`config.mk`:
```
export PLATFORM = sky130hd
export DESIGN_NAME = least_loaded_worker_select_top
export DESIGN_NICKNAME = d
export VERILOG_FILES = /design/src/rtl/core/lls_pkg.sv /design/src/rtl/core/lls_ram.sv /design/src/rtl/core/lls_useq.sv /design/src/rtl/core/lls_dpath.sv /design/src/rtl/core/least_loaded_worker_select_top.sv
export VERILOG_INCLUDE_DIRS = /design/src /design/src/rtl/core
export SDC_FILE = /design/constraint.sdc
export NUM_CORES = 1
export LEC_CHECK = 0
export ABC_AREA = 1
export BUFFER_PORTS_ARGS = -buffer_cell sky130_fd_sc_hd__clkbuf_2
export CAP_MARGIN = 20
export CELL_PAD_IN_SITES_DETAIL_PLACEMENT = 1
export CELL_PAD_IN_SITES_GLOBAL_PLACEMENT = 2
export CORE_ASPECT_RATIO = 1.4
export CORE_MARGIN = 2
export CORE_UTILIZATION = 39
export DETAILED_ROUTE_END_ITERATION = 8
export HOLD_SLACK_MARGIN = 0.08
export PLACE_DENSITY = 0.77
export SYNTH_ARGS = -nofsm -noshare
export SYNTH_HDL_FRONTEND = slang
export SYNTH_SLANG_ARGS = --single-unit
export TNS_END_PERCENT = 10
```
`constraint.sdc`:
```
create_clock -name clk -period 5.3 [get_ports clk]
set_input_delay 1.06 -clock clk [delete_from_list [all_inputs] [get_ports clk]]
set_output_delay 1.06 -clock clk [all_outputs]
set_load 0.02 [all_outputs]
```
`src/rtl/core/least_loaded_worker_select_top_defines.svh`:
```
// Assertion macros for the least-loaded worker select block.
`ifndef LEAST_LOADED_WORKER_SELECT_TOP_DEFINES_SVH
`define LEAST_LOADED_WORKER_SELECT_TOP_DEFINES_SVH

`ifndef NO_ASSERTIONS
// same-cycle implication, sampled on clk, off during reset
`define LLS_ASSERT_IMP(name, ante, cons) \
	name: assert property (@(posedge clk) disable iff (!arst_n) (ante) |-> (cons)) \
		else $error("least_loaded_worker_select: check failed");
// next-cycle implication, sampled on clk, off during reset
`define LLS_ASSERT_NXT(name, ante, cons) \
	name: assert property (@(posedge clk) disable iff (!arst_n) (ante) |=> (cons)) \
		else $error("least_loaded_worker_select: check failed");
`else
`define LLS_ASSERT_IMP(name, ante, cons)
`define LLS_ASSERT_NXT(name, ante, cons)
`endif

`endif

```
`src/rtl/core/lls_pkg.sv`:
```
// Shared types, codes and the microcode program of the worker select block.
`timescale 1ns / 1ps

package lls_pkg;

	localparam int WORKER_W = 3;
	localparam int QLEN_W   = 16;
	localparam int SCORE_OW = 24;
	localparam int SEQ_W    = 32;
	localparam int DCNT_W   = $clog2(SEQ_W);
	localparam int PADDR_W  = 3;

	localparam logic [SCORE_OW-1:0] BEST_MAX = '1;

	// request type codes
	localparam logic [1:0] REQ_UPDATE = 2'd0;
	localparam logic [1:0] REQ_SELECT = 2'd1;
	localparam logic [1:0] REQ_FINISH = 2'd2;

	typedef struct packed {
		logic [1:0]          req_type;
		logic [WORKER_W-1:0] worker_index;
		logic                worker_present;
		logic [QLEN_W-1:0]   queue_length;
	} req_t;

	typedef struct packed {
		logic [WORKER_W-1:0] picked_worker;
		logic                picked_valid;
		logic [SCORE_OW-1:0] pick_score;
	} rsp_t;

	typedef enum logic [3:0] {
		OP_IDLE,
		OP_RD_REQ,
		OP_WR_UPD,
		OP_WR_FIN,
		OP_SCAN_INIT,
		OP_SCAN_RD,
		OP_NOP,
		OP_DIV_INIT,
		OP_DIV_STEP,
		OP_PICK_INIT,
		OP_PICK_STEP,
		OP_RD_PICK,
		OP_WR_PICK,
		OP_RESP_PICK,
		OP_RESP_NONE
	} dp_op_t;

	typedef enum logic [2:0] {
		J_NEXT,
		J_GOTO,
		J_DISPATCH,
		J_LOOP_PTR,
		J_LOOP_DIV,
		J_IF_NONE
	} jmp_t;

	typedef logic [4:0] step_t;

	typedef struct packed {
		dp_op_t op;
		jmp_t   jmp;
		step_t  target;
	} uword_t;

	typedef struct packed {
		dp_op_t op;
		logic   accept;
	} ctrl_t;

	typedef struct packed {
		logic ptr_last;
		logic div_last;
		logic none;
	} stat_t;

	localparam step_t ST_IDLE      = 5'd0;
	localparam step_t ST_UPD_RD    = 5'd1;
	localparam step_t ST_UPD_WR    = 5'd2;
	localparam step_t ST_FIN_RD    = 5'd3;
	localparam step_t ST_FIN_WR    = 5'd4;
	localparam step_t ST_SCAN_INIT = 5'd5;
	localparam step_t ST_SCAN_RD   = 5'd6;
	localparam step_t ST_DRAIN0    = 5'd7;
	localparam step_t ST_DRAIN1    = 5'd8;
	localparam step_t ST_DIV_INIT  = 5'd9;
	localparam step_t ST_DIV_STEP  = 5'd10;
	localparam step_t ST_PICK_INIT = 5'd11;
	localparam step_t ST_PICK_STEP = 5'd12;
	localparam step_t ST_CNT_RD    = 5'd13;
	localparam step_t ST_CNT_WR    = 5'd14;
	localparam step_t ST_RESP_PICK = 5'd15;
	localparam step_t ST_RESP_NONE = 5'd16;

	// control store
	function automatic uword_t ucode(step_t s);
		uword_t w;
		unique case (s)
			ST_IDLE:      w = '{OP_IDLE,      J_DISPATCH, ST_IDLE};
			ST_UPD_RD:    w = '{OP_RD_REQ,    J_NEXT,     ST_IDLE};
			ST_UPD_WR:    w = '{OP_WR_UPD,    J_GOTO,     ST_RESP_NONE};
			ST_FIN_RD:    w = '{OP_RD_REQ,    J_NEXT,     ST_IDLE};
			ST_FIN_WR:    w = '{OP_WR_FIN,    J_GOTO,     ST_RESP_NONE};
			ST_SCAN_INIT: w = '{OP_SCAN_INIT, J_NEXT,     ST_IDLE};
			ST_SCAN_RD:   w = '{OP_SCAN_RD,   J_LOOP_PTR, ST_SCAN_RD};
			ST_DRAIN0:    w = '{OP_NOP,       J_NEXT,     ST_IDLE};
			ST_DRAIN1:    w = '{OP_NOP,       J_NEXT,     ST_IDLE};
			ST_DIV_INIT:  w = '{OP_DIV_INIT,  J_IF_NONE,  ST_RESP_NONE};
			ST_DIV_STEP:  w = '{OP_DIV_STEP,  J_LOOP_DIV, ST_DIV_STEP};
			ST_PICK_INIT: w = '{OP_PICK_INIT, J_NEXT,     ST_IDLE};
			ST_PICK_STEP: w = '{OP_PICK_STEP, J_LOOP_PTR, ST_PICK_STEP};
			ST_CNT_RD:    w = '{OP_RD_PICK,   J_NEXT,     ST_IDLE};
			ST_CNT_WR:    w = '{OP_WR_PICK,   J_NEXT,     ST_IDLE};
			ST_RESP_PICK: w = '{OP_RESP_PICK, J_GOTO,     ST_IDLE};
			ST_RESP_NONE: w = '{OP_RESP_NONE, J_GOTO,     ST_IDLE};
			default:      w = '{OP_IDLE,      J_GOTO,     ST_IDLE};
		endcase
		return w;
	endfunction

	// entry step of each request type
	function automatic step_t dispatch(logic [1:0] rt);
		step_t s;
		unique case (rt)
			REQ_UPDATE: s = ST_UPD_RD;
			REQ_SELECT: s = ST_SCAN_INIT;
			REQ_FINISH: s = ST_FIN_RD;
			default:    s = ST_RESP_NONE;
		endcase
		return s;
	endfunction

endpackage

```
`src/rtl/core/lls_ram.sv`:
```
// Generic single-write, single-read RAM with registered read data.
`timescale 1ns / 1ps

module lls_ram #(
	parameter int WIDTH = 8,
	parameter int DEPTH = 8
) (
	input  logic                                       clk,
	input  logic                                       we,
	input  logic [((DEPTH > 1) ? $clog2(DEPTH) : 1)-1:0] waddr,
	input  logic [WIDTH-1:0]                           wdata,
	input  logic [((DEPTH > 1) ? $clog2(DEPTH) : 1)-1:0] raddr,
	output logic [WIDTH-1:0]                           rdata
);

	logic [WIDTH-1:0] mem_q [DEPTH];

	always_ff @(posedge clk) begin
		if (we) begin
			mem_q[waddr] <= wdata;
		end
		rdata <= mem_q[raddr];
	end

endmodule

```
`src/rtl/core/lls_useq.sv`:
```
// Microcode sequencer: step counter, control store and jump logic.
`timescale 1ns / 1ps

module lls_useq (
	input  logic          clk,
	input  logic          arst_n,
	input  logic          start,
	input  logic [1:0]    req_type,
	input  lls_pkg::stat_t stat,
	output lls_pkg::ctrl_t ctrl,
	output logic          busy
);

	import lls_pkg::*;

	step_t  pc_q;
	step_t  pc_d;
	uword_t uw;

	assign uw = ucode(pc_q);

	always_comb begin
		unique case (uw.jmp)
			J_NEXT:     pc_d = pc_q + step_t'(1);
			J_GOTO:     pc_d = uw.target;
			J_DISPATCH: pc_d = start ? dispatch(req_type) : pc_q;
			J_LOOP_PTR: pc_d = stat.ptr_last ? pc_q + step_t'(1) : uw.target;
			J_LOOP_DIV: pc_d = stat.div_last ? pc_q + step_t'(1) : uw.target;
			J_IF_NONE:  pc_d = stat.none ? uw.target : pc_q + step_t'(1);
			default:    pc_d = ST_IDLE;
		endcase
	end

	always_comb begin
		ctrl.op     = uw.op;
		ctrl.accept = (pc_q == ST_IDLE) && start;
		busy        = (pc_q != ST_IDLE);
	end

	always_ff @(posedge clk or negedge arst_n) begin
		if (!arst_n) begin
			pc_q <= ST_IDLE;
		end else begin
			pc_q <= pc_d;
		end
	end

endmodule

```
`src/rtl/core/lls_dpath.sv`:
```
// Datapath: worker table, score pipeline, tie mask, remainder unit and pick scan.
`timescale 1ns / 1ps

module lls_dpath #(
	parameter int NUM_WORKERS = 8,
	parameter int COUNT_WIDTH = 16
) (
	input  logic           clk,
	input  logic           arst_n,
	input  lls_pkg::ctrl_t ctrl,
	input  lls_pkg::req_t  req,
	input  logic [7:0]     weight,
	output lls_pkg::stat_t stat,
	output logic           done,
	output lls_pkg::rsp_t  rsp
);

	import lls_pkg::*;

	localparam int AW      = (NUM_WORKERS > 1) ? $clog2(NUM_WORKERS) : 1;
	localparam int TIE_W   = $clog2(NUM_WORKERS + 1);
	localparam int PROD_W  = COUNT_WIDTH + 8;
	localparam int SCORE_W = ((PROD_W > QLEN_W) ? PROD_W : QLEN_W) + 1;
	localparam int ENTRY_W = 1 + QLEN_W + COUNT_WIDTH;

	localparam logic [COUNT_WIDTH-1:0] CNT_MAX = '1;

	req_t                   req_q;
	logic                   idx_ok_q;
	logic [AW-1:0]          ptr_q;
	logic [NUM_WORKERS-1:0] vld_q;
	logic                   rd_ok_s1;
	logic                   scan_s1;
	logic [AW-1:0]          idx_s1;
	logic                   scan_s2;
	logic                   pres_s2;
	logic [QLEN_W-1:0]      qlen_s2;
	logic [PROD_W-1:0]      prod_s2;
	logic [AW-1:0]          idx_s2;
	logic [SCORE_W-1:0]     best_q;
	logic [TIE_W-1:0]       ties_q;
	logic [NUM_WORKERS-1:0] mask_q;
	logic [SEQ_W-1:0]       dvd_q;
	logic [TIE_W-1:0]       rem_q;
	logic [DCNT_W-1:0]      dcnt_q;
	logic [TIE_W-1:0]       seen_q;
	logic [AW-1:0]          pick_q;
	logic [SEQ_W-1:0]       seq_q;

	logic                   we;
	logic [AW-1:0]          waddr;
	logic [ENTRY_W-1:0]     wdata;
	logic [AW-1:0]          raddr;
	logic [ENTRY_W-1:0]     rdata;
	logic [AW-1:0]          req_idx;
	logic                   rd_pres;
	logic [QLEN_W-1:0]      rd_qlen;
	logic [COUNT_WIDTH-1:0] rd_cnt;
	logic [COUNT_WIDTH-1:0] cnt_inc;
	logic [COUNT_WIDTH-1:0] cnt_dec;
	logic [SCORE_W-1:0]     score;
	logic [TIE_W:0]         div_try;
	logic [TIE_W:0]         ties_ext;

	assign req_idx = AW'(req_q.worker_index);

	// entries never written read as zero
	assign rd_pres = rd_ok_s1 & rdata[ENTRY_W-1];
	assign rd_qlen = rd_ok_s1 ? rdata[COUNT_WIDTH +: QLEN_W] : '0;
	assign rd_cnt  = rd_ok_s1 ? rdata[COUNT_WIDTH-1:0] : '0;
	assign cnt_inc = (rd_cnt != CNT_MAX) ? rd_cnt + COUNT_WIDTH'(1) : rd_cnt;
	assign cnt_dec = (rd_cnt != '0) ? rd_cnt - COUNT_WIDTH'(1) : rd_cnt;

	assign score    = SCORE_W'(prod_s2) + SCORE_W'(qlen_s2);
	assign div_try  = {rem_q, dvd_q[SEQ_W-1]};
	assign ties_ext = {1'b0, ties_q};

	always_comb begin
		raddr = req_idx;
		we    = 1'b0;
		waddr = req_idx;
		wdata = {rd_pres, rd_qlen, rd_cnt};
		unique case (ctrl.op)
			OP_SCAN_RD: raddr = ptr_q;
			OP_RD_PICK: raddr = pick_q;
			OP_WR_UPD: begin
				we    = idx_ok_q;
				wdata = {req_q.worker_present, req_q.queue_length, rd_cnt};
			end
			OP_WR_FIN: begin
				we    = idx_ok_q;
				wdata = {rd_pres, rd_qlen, cnt_dec};
			end
			OP_WR_PICK: begin
				we    = 1'b1;
				waddr = pick_q;
				wdata = {rd_pres, rd_qlen, cnt_inc};
			end
			default: ;
		endcase
	end

	lls_ram #(
		.WIDTH(ENTRY_W),
		.DEPTH(NUM_WORKERS)
	) u_table (
		.clk  (clk),
		.we   (we),
		.waddr(waddr),
		.wdata(wdata),
		.raddr(raddr),
		.rdata(rdata)
	);

	always_comb begin
		stat.ptr_last = (ptr_q == AW'(NUM_WORKERS - 1));
		stat.div_last = (dcnt_q == '0);
		stat.none     = (ties_q == '0);
	end

	always_comb begin
		done = (ctrl.op == OP_RESP_PICK) || (ctrl.op == OP_RESP_NONE);
		rsp  = '0;
		if (ctrl.op == OP_RESP_PICK) begin
			rsp.picked_worker = WORKER_W'(pick_q);
			rsp.picked_valid  = 1'b1;
			rsp.pick_score    = (64'(best_q) > 64'(BEST_MAX)) ? BEST_MAX : SCORE_OW'(best_q);
		end
	end

	// control state
	always_ff @(posedge clk or negedge arst_n) begin
		if (!arst_n) begin
			vld_q   <= '0;
			scan_s1 <= 1'b0;
			scan_s2 <= 1'b0;
			seq_q   <= '0;
			ptr_q   <= '0;
			ties_q  <= '0;
			dcnt_q  <= '0;
		end else begin
			if (we) begin
				vld_q[waddr] <= 1'b1;
			end
			scan_s1 <= (ctrl.op == OP_SCAN_RD);
			scan_s2 <= scan_s1;
			case (ctrl.op) inside
				OP_SCAN_INIT, OP_PICK_INIT: ptr_q <= '0;
				OP_SCAN_RD, OP_PICK_STEP: begin
					if (!stat.ptr_last) begin
						ptr_q <= ptr_q + AW'(1);
					end
				end
				OP_DIV_INIT: dcnt_q <= DCNT_W'(SEQ_W - 1);
				OP_DIV_STEP: dcnt_q <= dcnt_q - DCNT_W'(1);
				OP_WR_PICK:  seq_q <= seq_q + SEQ_W'(1);
				default: ;
			endcase
			// running minimum over the scored workers
			if (ctrl.op == OP_SCAN_INIT) begin
				ties_q <= '0;
			end else if (scan_s2 && pres_s2) begin
				if (ties_q == '0 || score < best_q) begin
					ties_q <= TIE_W'(1);
				end else if (score == best_q) begin
					ties_q <= ties_q + TIE_W'(1);
				end
			end
		end
	end

	// payload and work registers
	always_ff @(posedge clk) begin
		if (ctrl.accept) begin
			req_q    <= req;
			idx_ok_q <= (32'(req.worker_index) < NUM_WORKERS);
		end
		rd_ok_s1 <= vld_q[raddr];
		idx_s1   <= ptr_q;
		idx_s2   <= idx_s1;
		pres_s2  <= rd_pres;
		qlen_s2  <= rd_qlen;
		prod_s2  <= PROD_W'(rd_cnt) * PROD_W'(weight);
		if (ctrl.op == OP_SCAN_INIT) begin
			mask_q <= '0;
		end else if (scan_s2 && pres_s2) begin
			if (ties_q == '0 || score < best_q) begin
				best_q <= score;
				mask_q <= NUM_WORKERS'(1) << idx_s2;
			end else if (score == best_q) begin
				mask_q[idx_s2] <= 1'b1;
			end
		end
		case (ctrl.op)
			OP_DIV_INIT: begin
				dvd_q <= seq_q;
				rem_q <= '0;
			end
			// restoring remainder, one dividend bit per step
			OP_DIV_STEP: begin
				dvd_q <= {dvd_q[SEQ_W-2:0], 1'b0};
				rem_q <= (div_try >= ties_ext) ? TIE_W'(div_try - ties_ext) : TIE_W'(div_try);
			end
			OP_PICK_INIT: seen_q <= '0;
			OP_PICK_STEP: begin
				if (mask_q[ptr_q]) begin
					if (seen_q == rem_q) begin
						pick_q <= ptr_q;
					end
					seen_q <= seen_q + TIE_W'(1);
				end
			end
			default: ;
		endcase
	end

endmodule

```
`src/rtl/core/least_loaded_worker_select_top.sv`:
```
// Top level of the least-loaded worker select block.
`timescale 1ns / 1ps
`include "least_loaded_worker_select_top_defines.svh"

// Assigns connections to worker slots by least load with round-robin tie break.
// Request channel: a request is taken at a rising edge with start high and busy
// low; busy stays high until its result has been shown. Result channel: done is
// high for exactly one cycle with rsp valid; it cannot be held off. Every
// request yields one result, the next request is taken from the cycle after it.
// A select scans the worker table (score pass) and, if a worker is present, runs
// a 32-step remainder loop on the select sequence, one dividend bit per step,
// then walks the tie mask (pick pass) and raises the picked worker's count; the
// sequencer handles one request at a time.
// inflight_weight is written over the APB port at byte address 0 (only paddr[2]
// is decoded); the user must write it only while idle, the block itself does
// not enforce this.
// Reset clears all worker entries, the sequence and sets the weight to 8; no
// clearing pass is needed, the block takes requests right after reset.
module least_loaded_worker_select_top #(
	parameter int NUM_WORKERS = 8,
	parameter int COUNT_WIDTH = 16
) (
	input  logic                         clk,
	input  logic                         arst_n,
	input  logic                         start,
	output logic                         busy,
	input  lls_pkg::req_t                req,
	output logic                         done,
	output lls_pkg::rsp_t                rsp,
	input  logic                         psel,
	input  logic                         penable,
	input  logic                         pwrite,
	input  logic [lls_pkg::PADDR_W-1:0]  paddr,
	input  logic [31:0]                  pwdata,
	output logic [31:0]                  prdata,
	output logic                         pready
);

	import lls_pkg::*;

	localparam logic REG_INFLIGHT_WEIGHT = 1'b0;
	localparam logic [7:0] WEIGHT_RST = 8'd8;

	logic [7:0] weight_q;
	ctrl_t      ctrl;
	stat_t      stat;

	assign pready = 1'b1;
	assign prdata = (paddr[2] == REG_INFLIGHT_WEIGHT) ? {24'd0, weight_q} : 32'd0;

	always_ff @(posedge clk or negedge arst_n) begin
		if (!arst_n) begin
			weight_q <= WEIGHT_RST;
		end else if (psel && penable && pwrite && paddr[2] == REG_INFLIGHT_WEIGHT) begin
			weight_q <= pwdata[7:0];
		end
	end

	lls_useq u_useq (
		.clk     (clk),
		.arst_n  (arst_n),
		.start   (start),
		.req_type(req.req_type),
		.stat    (stat),
		.ctrl    (ctrl),
		.busy    (busy)
	);

	lls_dpath #(
		.NUM_WORKERS(NUM_WORKERS),
		.COUNT_WIDTH(COUNT_WIDTH)
	) u_dpath (
		.clk   (clk),
		.arst_n(arst_n),
		.ctrl  (ctrl),
		.req   (req),
		.weight(weight_q),
		.stat  (stat),
		.done  (done),
		.rsp   (rsp)
	);

	`LLS_ASSERT_IMP(a_done_while_busy, done, busy)
	`LLS_ASSERT_NXT(a_accept_sets_busy, start && !busy, busy)
	`LLS_ASSERT_NXT(a_done_releases, done, !done && !busy)
	`LLS_ASSERT_IMP(a_none_zero, done && !rsp.picked_valid, {rsp.picked_worker, rsp.pick_score} == '0)

endmodule

```
Word level (Yosys, flattened, before mapping):

Memory sizes are Yosys's and may differ from the RTL's. A register that Yosys moved wholly into a read port is not among the register bits.
Index checks and enable logic that the tools add are counted.

* output and inout bits: 63
* logic and storage cells: 158
* memories kept: 2
* input port bits: 63
* flip-flop bits (word level): 211
* bits in read-only memories: 352
* RAM bits: 264

Memories
* (name not given): words 32, bits a word 11, rd ports 1, clocked after memory_dff 0, write ports 0, RTL line lls_pkg.sv:100 `unique case (s)`
* u_dpath.u_table.mem_q: words 8, bits a word 33, rd ports 1, clocked after memory_dff 1, write ports 1, RTL line lls_ram.sv:16 `logic [WIDTH-1:0] mem_q [DEPTH];`

* magnitude comparators: 9
* bitwise gates (word level): 9
* equal/unequal tests: 26
* reduce and logical (&&, ||, !) cells: 33
* multiply operators: 1
* $add $sub $neg: 10
* multiplexer cells: 43
* shift-type cells: 1

Operator list (number)
* 33-bit case mux with 3 select lines: 1
* 16-bit two-way mux: 4
* 32-bit case mux with 2 select lines: 1
* 32-bit by 1-bit adder with 32-bit output (second input constant): 1
* 5-bit two-way mux: 6
* 5-bit case mux with 6 select lines: 1
* 4-bit equality test (second input constant): 7
* 28-bit two-way mux: 1
* 24-bit by 16-bit adder with 25-bit output: 1
* 25-bit equality test: 1
* 25-bit by 24-bit > comparator with 1-bit output (second input constant): 1
* 25-bit less-than comparator: 1
* 16-bit by 8-bit multiplier with 24-bit output: 1
* 24-bit two-way mux: 1
* 4-bit two-way mux: 6
* 8-bit two-way mux: 3
* 16-bit by 1-bit adder with 16-bit output (second input constant): 1
* 3-bit by 4-bit less-than comparator with 1-bit output (second input constant): 4
* 16-bit != test (second input constant): 1
* 8-bit OR: 2
* 4-bit case mux with 2 select lines: 2
* 16-bit nonzero test: 1
* 16-bit by 1-bit subtractor with 16-bit output (second input constant): 1
* 5-bit case mux with 3 select lines: 1
* 39 further kinds: 82

Logic depth before layout (Yosys ltp):

An unclocked memory read counts as a cell.

* depth after elaboration: 8
* gate-level depth with buffers: 25
* mapped depth without buffers: 24

By module:

A second synthesis with hierarchy kept.

* cells, all modules: 3304
* area total of the unflattened synthesis: 28846.4 sq um

By module, submodules not included
* lls_dpath: instances 1, area an instance 14994.4 sq um, cells each 1862, sequential area each 5114.9 sq um
* lls_ram: instances 1, area an instance 12226.7 sq um, cells each 1192, sequential area each 8588.2 sq um
* lls_useq: instances 1, area an instance 1014.7 sq um, cells each 169, sequential area each 125.1 sq um
* least_loaded_worker_select_top: instances 1, area an instance 610.6 sq um, cells each 81, sequential area each 201.4 sq um

Worst setup path before layout:

Ideal clock, no wire load.

* kind: register to register
* start: register u_dpath.rd_ok_s1
* end: register u_dpath.prod_s2[17]
* slack: 0.648 ns
* arrival time: 4.581 ns
* stages on the path, launching flop included: 20
* library setup time: 0.072 ns
* required time: 5.228 ns
* period minus slack after synthesis: 4.652 ns
* path buffers: 2
* cells stage by stage: dfxtp_1 > clkbuf_1 > nand2_1 > clkbuf_1 > nor2_1 > fa_1 > fa_1 > fa_1 > inv_1 > fa_1 > inv_1 > ha_1 > a21o_1 > inv_1 > o21ai_0 > a21oi_1 > o21ai_0 > nand3_1 > nand2_1 > xor2_1

* cells in the longest elaborated chain, start to end: 2

RTL lines
* start: declaration: RTL line lls_dpath.sv:32 `logic rd_ok_s1;`
* start signal: assignment: RTL line lls_dpath.sv:178 `rd_ok_s1 <= vld_q[raddr];`
* 16-bit two-way mux: RTL line lls_dpath.sv:70 `assign rd_cnt = rd_ok_s1 ? rdata[COUNT_WIDTH-1:0] : '0;`
* 16-bit by 8-bit multiplier with 24-bit output: RTL line lls_dpath.sv:183 `prod_s2 <= PROD_W'(rd_cnt) * PROD_W'(weight);`
* end signal: assignment: RTL line lls_dpath.sv:183
* end: declaration: RTL line lls_dpath.sv:38 `logic [PROD_W-1:0] prod_s2;`

Every way passes these cells.
A chain may end at the register's enable or synchronous reset.

Final worst setup path:

* start: register weight_q[2]
* end: register u_dpath.prod_s2[17]

* cells in the longest elaborated chain, start to end: 1

RTL lines
* start: declaration: RTL line least_loaded_worker_select_top.sv:44 `logic [7:0] weight_q;`
* start signal: assignment: RTL line least_loaded_worker_select_top.sv:55 `weight_q <= pwdata[7:0];`
* 16-bit by 8-bit multiplier with 24-bit output: RTL line lls_dpath.sv:183

Every way passes these cells.

==> impl_metrics.tcl <==
set metrics [dict create \
    final_cell_mix "nand2_1, inv_1, nand3_1" \
    wl_per_cell_um 19.5 \
    min_period_ps 4980 \
    viasPerCell 5.10 \
    cts_buffers 52 \
    crit_path_max_fanout 14 \
    slowest_delay_ps 560 \
    clkTransAtPathRegs_ps 60 \
    grt_use_total_pct 23.0 \
    areaGrowthSynthToFinish_pct 11.8 \
    synth_top_area_cell "edfxtp_1" \
    crit_chain "inv_1 > nor2_1 > fa_1 > fa_1 > fa_1 > inv_1 > fa_1 > inv_1 > ha_1 > a21o_1 > inv_1 > o21ai_0 > a21oi_1 > o21ai_0 > buf_4 > nand3_1 > nand2_1 > xor2_1" \
    endpoint_kind "flop" \
    synthCells 3300 \
    antennaDiodeCount 0 \
    die_y_um 326 \
    worstHoldPathType "in2async" \
    p_leak_nw 15.1 \
    timing.fmax_mhz 201 \
    drive_gt1_share_pct 8.15 \
    ys.flop_type "edfxtp_1" \
    drv_slew 0 \
    finalSetupViolations 0 \
    synth-async-reset-ratio_pct 13.2 \
    port_buffers 74 \
    crit_required_ps 5790 \
    final_common_cell "nand2_1" \
    yosysWarnings 0 \
    cpMaxStageDelayCell "inv_1" \
    route.detailed.drc 0 \
    cts_hold_buffers 0 \
    fin_skew_ps 14.5 \
    criticalPathCategory "reg2reg" \
    first_iter_violations 904 \
    insertion_delay_ps 620 \
    fin_cells 4385 \
    synth_edf_count 352 \
    drt_pass1_iterations 5 \
    worst_pin_slew_ps 1040 \
    cap_violations 0 \
    vias 22400 \
    grt-ovfl-total 0 \
    status "completed" \
    rows 118 \
    hpwl_um 59900 \
    relSlewSlack_pct 29.9 \
    seqCellArea_sq_mm 0.0140 \
    ios 126 \
    die-area_sq_mm 0.0762 \
    cts_tree "yes" \
    power.density_mw_per_mm2 690 \
    cp-start-kind "flop" \
    clockBufferDepth 3 \
    grt_pass1_vias 24500 \
    wl_um 85600 \
    finalHoldViolations 0 \
    fin_crit_sh_pct 93.9 \
    rsz0062_at_grt "false" \
    tns_ps 0 \
    root_buffer "clkbuf_16" \
    placed_cells 4287 \
    die_w_um 234 \
    grt_pass1_wl_um 137000 \
    syn_avg_cell_area_sq_um 8.74 \
    core_area_sq_mm 0.0735 \
    ant_nets 0 \
    synth.top_cell.area_share_pct 36.7 \
    critPathArrivalTime_ps 5460 \
    antenna_found_initial 0 \
    vdd_drop_max_v 0.000398 \
    start_util_pct 39.2 \
    synth_cell_type_count 53 \
    multi_input_area_sq_mm 0.0120 \
    final_nets 3636 \
    synth.area.top_cells "edfxtp_1, nand2_1, inv_1" \
    p_total_mw 22.3 \
    h-tree-depth 2 \
    ys_seq_area_share_pct 48.7 \
    grt_start_max_net_pins 69 \
    cts.sinks 508 \
    fill_cells 8637 \
    synth-seq-cells 508 \
    syn_area_sq_mm 0.0288 \
    place_congestion 0.880 \
]
-- registers in the layout, summed over array words and instances (netlist names), 16 cells and up --
register and cells:
u_dpath.seq_q 32, u_dpath.best_q 25, u_dpath.qlen_s2 16, u_dpath.u_table.mem_q 264, u_dpath.req_q 17, u_dpath.u_table.rdata 33, u_dpath.prod_s2 24, u_dpath.dvd_q 32
-- per-stage QoR --
stage | setup slack, ps | utilization, % | instance area, sq um | hold WS (ps)
after floorplan | 648 | - | 28900 | 310
after global placement | 356 | 41.4 | 30500 | 317
after detailed placement | 344 | 41.4 | 30500 | 314
after global routing | 15.6 | 43.8 | 32200 | 318
final | 324 | 43.8 | 32200 | 331
after CTS | 317 | 43.8 | 32200 | 308
-- path summary, 6_finish.rpt --
check	startpoint	to	slack, ps	cells after the start
worst min-delay path	arst_n	u_useq.pc_q[0]	330	1
worst max register to register	weight_q[2]	u_dpath.prod_s2[17]	320	18
max in group asynchronous	arst_n	weight_q[6]	3910	2
min in group clk	u_dpath.idx_s1[0]	u_dpath.idx_s2[0]	330	0
worst min register to register	u_dpath.idx_s1[0]	u_dpath.idx_s2[0]	330	0
worst max-delay path	weight_q[2]	u_dpath.prod_s2[17]	320	18
-- worst max-delay path: cells and delay by family (launching register included) --
family	cells	cell delay, ps
AO/OA/AOI/OAI	4	680
XOR/XNOR	1	150
adder cells (fa/ha/maj)	5	2410
buffers and inverters	5	880
flip-flops	1	440
AND/OR/NAND/NOR	3	270
-- logic make-up (layout without fill, tap and decap cells) --
| group | after synthesis | after routing | synth area share (%) |
|---|---|---|---|
| flops | 508 | 508 | 48.7 |
| compound gates | 314 | 314 | 5.97 |
| simple gates | 1447 | 1447 | 21.4 |
| buf+inv | 742 | 844 | 10.5 |
| other cells | 2 | 25 | 0.0260 |
| fa+ha+maj | 192 | 192 | 10.6 |
| xor+xnor | 95 | 95 | 2.89 |
-- area by class of cell --
type / count / area share (%)
Clock buffer: 70 / 4.56
Clock inverter: 28 / 0.962
Inverter: 602 / 7.02
Multi-Input combinational cell: 2073 / 37.1
Sequential cell: 508 / 43.5
Tap cell: 960 / 3.73
Timing Repair Buffer: 144 / 3.10
-- power by group --
group | total (mW) | switching, mW | internal (mW)
Combinational | 12.5 | 8.32 | 4.23
Sequential | 5.88 | 0.353 | 5.53
Clock | 3.84 | 1.63 | 2.20
-- cell usage after synthesis (all sizes together) (3+ instances only) --
library cell	n
o21bai	5
a21oi	114
dfrtp	66
dfxtp	89
clkbuf	53
a21o	4
o21ai	147
xor2	75
o22ai	3
o311ai	3
nand3b	6
o31ai	4
inv	596
nand2	729
ha	106
nand4	29
xnor2	20
edfxtp	352
o21a	3
nor2	265
nor3	41
o221ai	7
nand3	359
o211ai	16
buf	87
nor4	13
clkinv	6
fa	86
a31oi	4
-- metal layers --
metal / share of wire [%] / GRT usage [%] / vias to the layer above / wire length, um
li1: - / - / 10700 / -
met4: 3.6 / 8.06 / 0 / 3050
met5: 0 / 0 / - / 0
met3: 3.3 / 2.96 / 162 / 2800
met2: 51 / 41.2 / 367 / 43500
met1: 42 / 28.0 / 11100 / 36200
-- what timing repair did --
| action | in CTS | in global routing |
|---|---|---|
| gates resized for setup | 0 | 1 |
| endpoints found under the setup margin | 0 | 27 |
| buffers inserted | 0 | 0 |
Note: power is estimated with default switching activity, not from simulation.
